## src/hdl/ccr_pkg.sv

```systemverilog
// Package for the color contrast ratio checker: fixed-point formats, weights,
// grade codes and the sRGB linearization table built at elaboration.
// No dependencies.
package ccr_pkg;

    // Fixed-point precision
    localparam int LUM_FRAC_BITS   = 16;
    localparam int RATIO_FRAC_BITS = 8;

    // Linear channel and luminance, unsigned Q1.F
    localparam int LIN_W = LUM_FRAC_BITS + 1;
    localparam int LUM_W = LUM_FRAC_BITS + 1;

    // Weighted sum of three channels, weights in 1/10000
    localparam int WT_W   = 14;
    localparam int ACC_W  = LUM_FRAC_BITS + WT_W;
    localparam logic [WT_W-1:0] WT_RED   = WT_W'(2126);
    localparam logic [WT_W-1:0] WT_GREEN = WT_W'(7152);
    localparam logic [WT_W-1:0] WT_BLUE  = WT_W'(722);
    localparam int WT_SUM = 10000;

    // Divide by the weight sum: multiply by a truncated reciprocal, then one correction
    localparam int RECIP_S = ACC_W;
    localparam int RECIP_W = LUM_FRAC_BITS + 1;
    localparam logic [63:0] RECIP_FULL = (64'd1 << RECIP_S) / 64'd10000;
    localparam logic [RECIP_W-1:0] RECIP_M = RECIP_FULL[RECIP_W-1:0];
    localparam int PROD_W = ACC_W + RECIP_W;

    // Ratio (20*hi + 1) / (20*lo + 1), with 1.0 = 2^F
    localparam int NUM_W = LUM_FRAC_BITS + 5;
    localparam int Q_W   = RATIO_FRAC_BITS + 5;
    localparam int DVD_W = NUM_W + RATIO_FRAC_BITS;
    localparam int CMP_W = NUM_W + Q_W;
    localparam logic [NUM_W-1:0] LUM_ONE_N = NUM_W'(64'd1 << LUM_FRAC_BITS);
    localparam logic [NUM_W-1:0] OFFSET_SCALE = NUM_W'(20);

    // Ratio limits and grade thresholds
    localparam logic [Q_W-1:0] RATIO_MIN = Q_W'(64'd1 << RATIO_FRAC_BITS);
    localparam logic [Q_W-1:0] RATIO_MAX = Q_W'(64'd21 << RATIO_FRAC_BITS);
    localparam logic [Q_W-1:0] TH_7P0    = Q_W'(64'd7 << RATIO_FRAC_BITS);
    localparam logic [Q_W-1:0] TH_4P5    = Q_W'(64'd9 << (RATIO_FRAC_BITS - 1));
    localparam logic [Q_W-1:0] TH_3P0    = Q_W'(64'd3 << RATIO_FRAC_BITS);

    // Output contrast field width
    localparam int OUT_W = 13;

    typedef enum logic [1:0] {
        GRADE_FAIL = 2'd0,
        GRADE_AA   = 2'd1,
        GRADE_AAA  = 2'd2
    } grade_t;

    // Linearization table
    localparam int BIG_W        = 320;
    localparam int LIN_KNEE     = 10;
    localparam int LIN_KNEE_DIV = 16473;
    localparam int LIN_DEN      = 10761;
    localparam int SEARCH_STEPS = LUM_FRAC_BITS + 2;

    typedef logic [LIN_W-1:0] lin_t;
    typedef lin_t [255:0] lin_rom_t;

    // Exact floor of 2^F * ((40c + 561) / 10761)^2.4, linear segment below the knee
    function automatic lin_t lin_entry(input int unsigned c);
        logic [BIG_W-1:0] rhs;
        logic [BIG_W-1:0] den12;
        logic [BIG_W-1:0] trial;
        logic [63:0]      lo;
        logic [63:0]      hi;
        logic [63:0]      mid;
        logic [63:0]      lin_small;
        int unsigned      base;
        lin_t             result;
        base = 40 * c + 561;
        if (c <= LIN_KNEE) begin
            lin_small = (64'(5 * c) << LUM_FRAC_BITS) / 64'(LIN_KNEE_DIV);
            result = lin_small[LIN_W-1:0];
        end else begin
            rhs   = BIG_W'(1);
            den12 = BIG_W'(1);
            for (int k = 0; k < 12; k++) begin
                rhs   = rhs * BIG_W'(base);
                den12 = den12 * BIG_W'(LIN_DEN);
            end
            rhs = rhs << (5 * LUM_FRAC_BITS);
            lo  = 64'd0;
            hi  = 64'd1 << LUM_FRAC_BITS;
            for (int it = 0; it < SEARCH_STEPS; it++) begin
                if (lo < hi) begin
                    mid   = (lo + hi + 64'd1) >> 1;
                    trial = den12;
                    for (int k = 0; k < 5; k++) begin
                        trial = trial * BIG_W'(mid);
                    end
                    if (trial <= rhs) begin
                        lo = mid;
                    end else begin
                        hi = mid - 64'd1;
                    end
                end
            end
            result = lo[LIN_W-1:0];
        end
        return result;
    endfunction

    function automatic lin_rom_t build_lin_rom();
        lin_rom_t rom;
        for (int c = 0; c < 256; c++) begin
            rom[c] = lin_entry(c);
        end
        return rom;
    endfunction

    localparam lin_rom_t LIN_ROM = build_lin_rom();

endpackage

```

## src/hdl/ccr_div.sv

```systemverilog
// Pipelined restoring divider: one quotient bit per stage, Q_W stages.
// Quotient is known to fit in Q_W bits. Uses ccr_pkg.
module ccr_div (
    input  logic                      clk,
    input  logic                      rst_n,
    input  logic                      in_valid,
    output logic                      in_ready,
    input  logic [ccr_pkg::DVD_W-1:0] dividend,
    input  logic [ccr_pkg::NUM_W-1:0] divisor,
    output logic                      out_valid,
    input  logic                      out_ready,
    output logic [ccr_pkg::Q_W-1:0]   quotient
);

    localparam int STAGES = ccr_pkg::Q_W;

    logic [STAGES-1:0] valid_reg;
    logic [STAGES:0]   rdy;

    logic [ccr_pkg::DVD_W-1:0] rem_reg  [STAGES];
    logic [ccr_pkg::DVD_W-1:0] rem_next [STAGES];
    logic [ccr_pkg::NUM_W-1:0] den_reg  [STAGES];
    logic [ccr_pkg::NUM_W-1:0] den_next [STAGES];
    logic [ccr_pkg::Q_W-1:0]   quo_reg  [STAGES];
    logic [ccr_pkg::Q_W-1:0]   quo_next [STAGES];

    // Advance a stage when it is empty or the next one advances
    assign rdy[STAGES] = out_ready;
    for (genvar k = 0; k < STAGES; k++) begin : g_rdy
        assign rdy[k] = !valid_reg[k] || rdy[k+1];
    end

    always_ff @(posedge clk or negedge rst_n) begin
        if (!rst_n) begin
            valid_reg <= '0;
        end else begin
            for (int k = 0; k < STAGES; k++) begin
                if (rdy[k]) begin
                    valid_reg[k] <= (k == 0) ? in_valid : valid_reg[k-1];
                end
            end
        end
    end

    // Subtract the shifted divisor where it fits, most significant bit first
    for (genvar s = 0; s < STAGES; s++) begin : g_stage
        logic [ccr_pkg::DVD_W-1:0] rem_in;
        logic [ccr_pkg::NUM_W-1:0] den_in;
        logic [ccr_pkg::Q_W-1:0]   quo_in;
        logic [ccr_pkg::CMP_W-1:0] trial;
        logic [ccr_pkg::CMP_W-1:0] rem_ext;
        logic [ccr_pkg::CMP_W-1:0] diff;
        logic                      take;

        if (s == 0) begin : g_first
            assign rem_in = dividend;
            assign den_in = divisor;
            assign quo_in = '0;
        end else begin : g_rest
            assign rem_in = rem_reg[s-1];
            assign den_in = den_reg[s-1];
            assign quo_in = quo_reg[s-1];
        end

        assign trial   = ccr_pkg::CMP_W'(den_in) << (STAGES - 1 - s);
        assign rem_ext = ccr_pkg::CMP_W'(rem_in);
        assign take    = rem_ext >= trial;
        assign diff    = rem_ext - trial;

        always_comb begin
            rem_next[s] = take ? diff[ccr_pkg::DVD_W-1:0] : rem_in;
            den_next[s] = den_in;
            quo_next[s] = quo_in;
            if (take) begin
                quo_next[s] = quo_in | (ccr_pkg::Q_W'(1) << (STAGES - 1 - s));
            end
        end

        always_ff @(posedge clk) begin
            if (rdy[s]) begin
                rem_reg[s] <= rem_next[s];
                den_reg[s] <= den_next[s];
                quo_reg[s] <= quo_next[s];
            end
        end
    end

    assign in_ready  = rdy[0];
    assign out_valid = valid_reg[STAGES-1];
    assign quotient  = quo_reg[STAGES-1];

endmodule

```

## src/hdl/ccr_merge.sv

```systemverilog
// Merging stage: orders the two lane luminances, forms the ratio operands,
// divides through ccr_div, then clamps and grades. Uses ccr_pkg and ccr_div.
module ccr_merge (
    input  logic                      clk,
    input  logic                      rst_n,
    input  logic                      in_valid,
    output logic                      in_ready,
    input  logic [ccr_pkg::LUM_W-1:0] lum_a,
    input  logic [ccr_pkg::LUM_W-1:0] lum_b,
    output logic                      out_valid,
    input  logic                      out_ready,
    output logic [ccr_pkg::Q_W-1:0]   ratio,
    output ccr_pkg::grade_t           normal_grade,
    output ccr_pkg::grade_t           large_grade
);

    logic                      prep_valid_reg;
    logic                      prep_rdy;
    logic [ccr_pkg::DVD_W-1:0] dvd_reg, dvd_next;
    logic [ccr_pkg::NUM_W-1:0] den_reg, den_next;
    logic [ccr_pkg::LUM_W-1:0] lum_hi, lum_lo;
    logic [ccr_pkg::NUM_W-1:0] num;

    logic                      div_in_ready;
    logic                      div_out_valid;
    logic [ccr_pkg::Q_W-1:0]   quo;

    logic                      out_valid_reg;
    logic                      out_rdy;
    logic [ccr_pkg::Q_W-1:0]   ratio_reg, ratio_next;
    ccr_pkg::grade_t           ng_reg, ng_next;
    ccr_pkg::grade_t           lg_reg, lg_next;

    assign out_rdy  = !out_valid_reg || out_ready;
    assign prep_rdy = !prep_valid_reg || div_in_ready;

    // Pick the lighter color and form both operands
    always_comb begin
        lum_hi   = (lum_a > lum_b) ? lum_a : lum_b;
        lum_lo   = (lum_a > lum_b) ? lum_b : lum_a;
        num      = ccr_pkg::NUM_W'(lum_hi) * ccr_pkg::OFFSET_SCALE + ccr_pkg::LUM_ONE_N;
        den_next = ccr_pkg::NUM_W'(lum_lo) * ccr_pkg::OFFSET_SCALE + ccr_pkg::LUM_ONE_N;
        dvd_next = ccr_pkg::DVD_W'(num) << ccr_pkg::RATIO_FRAC_BITS;
    end

    always_ff @(posedge clk or negedge rst_n) begin
        if (!rst_n) begin
            prep_valid_reg <= 1'b0;
            out_valid_reg  <= 1'b0;
        end else begin
            if (prep_rdy) begin
                prep_valid_reg <= in_valid;
            end
            if (out_rdy) begin
                out_valid_reg <= div_out_valid;
            end
        end
    end

    always_ff @(posedge clk) begin
        if (prep_rdy) begin
            dvd_reg <= dvd_next;
            den_reg <= den_next;
        end
        if (out_rdy) begin
            ratio_reg <= ratio_next;
            ng_reg    <= ng_next;
            lg_reg    <= lg_next;
        end
    end

    ccr_div u_div (
        .clk       (clk),
        .rst_n     (rst_n),
        .in_valid  (prep_valid_reg),
        .in_ready  (div_in_ready),
        .dividend  (dvd_reg),
        .divisor   (den_reg),
        .out_valid (div_out_valid),
        .out_ready (out_rdy),
        .quotient  (quo)
    );

    // Clamp the ratio to 1.0 .. 21.0
    always_comb begin
        priority if (quo < ccr_pkg::RATIO_MIN) begin
            ratio_next = ccr_pkg::RATIO_MIN;
        end else if (quo > ccr_pkg::RATIO_MAX) begin
            ratio_next = ccr_pkg::RATIO_MAX;
        end else begin
            ratio_next = quo;
        end
    end

    // Grade normal and large text on the clamped ratio
    always_comb begin
        priority if (ratio_next >= ccr_pkg::TH_7P0) begin
            ng_next = ccr_pkg::GRADE_AAA;
        end else if (ratio_next >= ccr_pkg::TH_4P5) begin
            ng_next = ccr_pkg::GRADE_AA;
        end else begin
            ng_next = ccr_pkg::GRADE_FAIL;
        end

        priority if (ratio_next >= ccr_pkg::TH_4P5) begin
            lg_next = ccr_pkg::GRADE_AAA;
        end else if (ratio_next >= ccr_pkg::TH_3P0) begin
            lg_next = ccr_pkg::GRADE_AA;
        end else begin
            lg_next = ccr_pkg::GRADE_FAIL;
        end
    end

    assign in_ready     = prep_rdy;
    assign out_valid    = out_valid_reg;
    assign ratio        = ratio_reg;
    assign normal_grade = ng_reg;
    assign large_grade  = lg_reg;

endmodule

```

## config.mk

```make
export PLATFORM = sky130hd
export DESIGN_NAME = ccr_merge
export DESIGN_NICKNAME = d
export VERILOG_FILES = /design/src/hdl/ccr_pkg.sv /design/src/hdl/ccr_div.sv /design/src/hdl/ccr_merge.sv
export SDC_FILE = /design/constraint.sdc
export NUM_CORES = 1
export LEC_CHECK = 0
export ABC_AREA = 1
export BUFFER_PORTS_ARGS = -buffer_cell sky130_fd_sc_hd__buf_2
export CELL_PAD_IN_SITES_DETAIL_PLACEMENT = 0
export CELL_PAD_IN_SITES_GLOBAL_PLACEMENT = 1
export CORE_MARGIN = 2
export CORE_UTILIZATION = 50
export CTS_CLUSTER_DIAMETER = 80
export DETAILED_ROUTE_END_ITERATION = 8
export GPL_TIMING_DRIVEN = 0
export PLACE_DENSITY_LB_ADDON = 0.12
export SLEW_MARGIN = 20
export SYNTH_ARGS = -nofsm -noshare
export SYNTH_HDL_FRONTEND = slang
export SYNTH_HIERARCHICAL = 1
export SYNTH_SLANG_ARGS = --single-unit
```

## constraint.sdc

```tcl
create_clock -name clk -period 10.2 [get_ports clk]
set_input_delay 0.51 -clock clk [delete_from_list [all_inputs] [get_ports clk]]
set_output_delay 0.51 -clock clk [all_outputs]
set_load 0.02 [all_outputs]
```

==> flow_metrics.py <==
metrics = {
    "floorplan": {
        "die_h_um": 313,
        "ios": 57,
        "dieWidth_um": 313,
        "core_region_area_mm2": 0.0950,
        "rows": 113,
        "die-area_mm2": 0.0982,
        "initial_core_util_pct": 50.4,
    },
    "place": {
        "io_buffers": 56,
        "postPlaceCellArea_mm2": 0.0502,
        "dp_hpwl_mm": 108,
        "gp_congestion": 0.945,
        "placed_cells": 7058,
    },
    "detailed_routing": {
        "viasPerCell": 5.21,
        "wirelength_mm": 133,
        "dr.pass1.iters": 8,
        "drt_iter0_drc": 3221,
        "top_layer_used": "met5",
        "wl_met2_mm": 60.3,
        "drc": 0,
        "antenna_left": 0,
        "dr_total_vias": 37500,
        "m1WireLength_mm": 61.4,
        "dr_wl_met3_mm": 6.38,
        "routedWlPerCell_um": 18.4,
    },
    "logic_synthesis": {
        "syn_area_mm2": 0.0479,
        "syn_area_per_cell_um2": 8.40,
        "synthTopCellsByArea": "edfxtp_1 (47%), nand2_1 (14%), ha_1 (8.9%)",
        "synth.top_cell.area_share_pct": 46.8,
        "synth_top_area_cell": "edfxtp_1",
        "synth_cell_types": 55,
        "ys_ff_latch": 761,
        "postSynthCellCount": 5702,
        "yosys_warnings": 6,
        "yosysSeqAreaShare_pct": 47.6,
    },
    "final_layout": {
        "layout-drive-gt1-share_pct": 6.09,
        "antenna_cells": 0,
        "fill_cells": 8791,
        "stdcell_count": 7208,
        "largest_reg_flops": 348,
        "syn2layout_area_growth_pct": 10.4,
        "finalNetCount": 6274,
        "most-common-layout-cells": "nand2_1 (1813), inv_1 (878), edfxtp_1 (746)",
        "layout_commonest_cell": "nand2_1",
        "fin_area_mm2": 0.0529,
    },
    "cts": {
        "clkTransAtPathRegs_ps": 60,
        "cts_buffers": 83,
        "post_cts_buffers": 0,
        "cts.repair.resized": 0,
        "clock_sinks": 761,
        "htreeDepth": 3,
        "cts_hold_buf": 2,
        "cts-root-buf": "clkbuf_16",
        "clock_latency_ps": 680,
        "clk_path_buf_depth": 3,
        "cts_tree": "built",
    },
    "worst_setup_path": {
        "reg2reg_depth": 12,
        "r2r_setup_slack_ps": 4770,
        "worstReg2RegEnd": "den_reg[19]$_DFFE_PP_",
        "worstPathMaxFanout": 34,
        "cp-endpoint": "in_ready",
        "setup.worst_path.start": "out_valid$_DFFE_PN0P_",
        "cp.arrival_ps": 6030,
        "reg2reg_from": "out_valid$_DFFE_PN0P_",
        "endpoint_kind": "output pin",
        "critPathKind": "flip-flop to output pin",
        "worstSetupStartpointType": "flip-flop",
        "worstPathRequired_ps": 9690,
    },
    "status": {
        "status": "finished, final reports clean",
    },
    "sta": {
        "finalClockSkew_ps": 41.7,
        "finalCritPeriodShare_pct": 64.1,
        "min_period_ps": 6540,
        "rsz0062_at_grt": "false",
        "fin_tns_setup_ps": 0,
        "hold_viol": 0,
        "relSlewSlack_pct": 47.6,
        "maxSlewViolCount": 0,
        "fmaxAchievable_mhz": 153,
        "setup_violations": 0,
        "worstMarginPinSlew_ps": 784,
    },
    "grt": {
        "grt_usage_pct": 27.1,
        "grt_start_max_net_pins": 62,
        "antenna_found_initial": 5,
        "grt_first_pass_wirelength_mm": 204,
        "grt_pass1_vias": 35800,
        "grt_overflow_total": 0,
    },
    "min_path": {
        "min_path_type": "primary input to async pin",
    },
    "job": {
        "maxCapViolations": 0,
    },
}
## worst max-delay path, cell delays in order, from the launching register on
cell and delay (ps):
dfrtp_1 360, nand2_1 470, inv_1 310, nand3_4 430, nor2_1 460, nand4_4 560
nor2_1 660, nand4_4 550, nor2_1 590, nand3_4 200, inv_1 120, nand2_2 160
buf_12 240, buf_2 180
## area by class of cell
| cell class | count | area [um^2] | area share (%) |
|---|---|---|---|
| flip-flops and latches | 761 | 22800 | 43.1 |
| multi-input cells | 4020 | 21500 | 40.6 |
| inverters | 889 | 3350 | 6.34 |
| clock buffers | 92 | 2110 | 3.99 |
| well taps | 1265 | 1580 | 2.99 |
| repair buffers | 69 | 566 | 1.07 |
| clock inverters | 56 | 554 | 1.05 |
| plain buffers | 56 | 434 | 0.821 |
## how the worst min path moves through the flow
| stage | slack [ps] | end | startpoint | cells after the start |
|---|---|---|---|---|
| floorplan | 210 | out_valid$_DFFE_PN0P_ | rst_n | 0 |
| global route | 280 | den_reg[3]$_DFFE_PP_ | lum_a[1] | 3 |
| detailed placement | 400 | u_div/quo_reg[5][11]$_DFFE_PP_ | u_div/quo_reg[4][11]$_DFFE_PP_ | 0 |
| CTS | 260 | u_div/valid_reg[6]$_DFFE_PN0P_ | rst_n | 2 |
| finish | 280 | out_valid$_DFFE_PN0P_ | rst_n | 2 |
| global placement | 400 | u_div/quo_reg[6][10]$_DFFE_PP_ | u_div/quo_reg[5][10]$_DFFE_PP_ | 0 |
## through the flow
stage / utilization (%) / setup WS, ps / hold WS [ps]
2_1_floorplan: - / 1670 / 214
3_3_place_gp: 52.4 / -2380 / 402
3_5_place_dp: 52.8 / 3980 / 405
4_1_cts: 55.6 / 3490 / 255
5_1_grt: 55.6 / 3090 / 280
6_report: 55.6 / 3660 / 278
## per-layer routing
metal / global-route usage, % / vias up
li1: - / 19100
met1: 37.7 / 17300
met2: 43.9 / 928
met3: 3.36 / 219
met4: 9.28 / 8
met5: 0 / -
## cell families (layout without fill, tap and decap cells)
| logic type | after synthesis | count (layout) | synth area share, % |
|---|---|---|---|
| xor gates and xnor gates | 160 | 160 | 2.93 |
| adders and majority gates | 356 | 356 | 9.52 |
| other | 1 | 25 | 0.00783 |
| DFF | 761 | 761 | 47.6 |
| AOI/OAI and AO/OA | 550 | 550 | 6.32 |
| and+or+nand+nor | 2929 | 2929 | 25.8 |
| buffers and inverters | 945 | 1162 | 7.89 |
## synth_stat cells, drive strengths merged
master,instances
o21a,8
nor3b,1
o211ai,2
fa,14
a21o,11
and2,11
nand3,374
o21bai,20
o21ai,195
nor2,477
buf,52
clkbuf,4
a41oi,2
dfrtp,15
conb,1
a31oi,2
nand3b,29
edfxtp,746
a21boi,7
ha,342
o31a,1
nand4,120
xor2,113
nor3,53
nand2,1837
a221oi,1
or2,13
o31ai,1
inv,889
nor4,10
and3,4
a21oi,299
xnor2,47
a2111oi,1
Power is not shown: default switching activity piles up to over one toggle a cycle in this logic, so the estimate is an artifact.
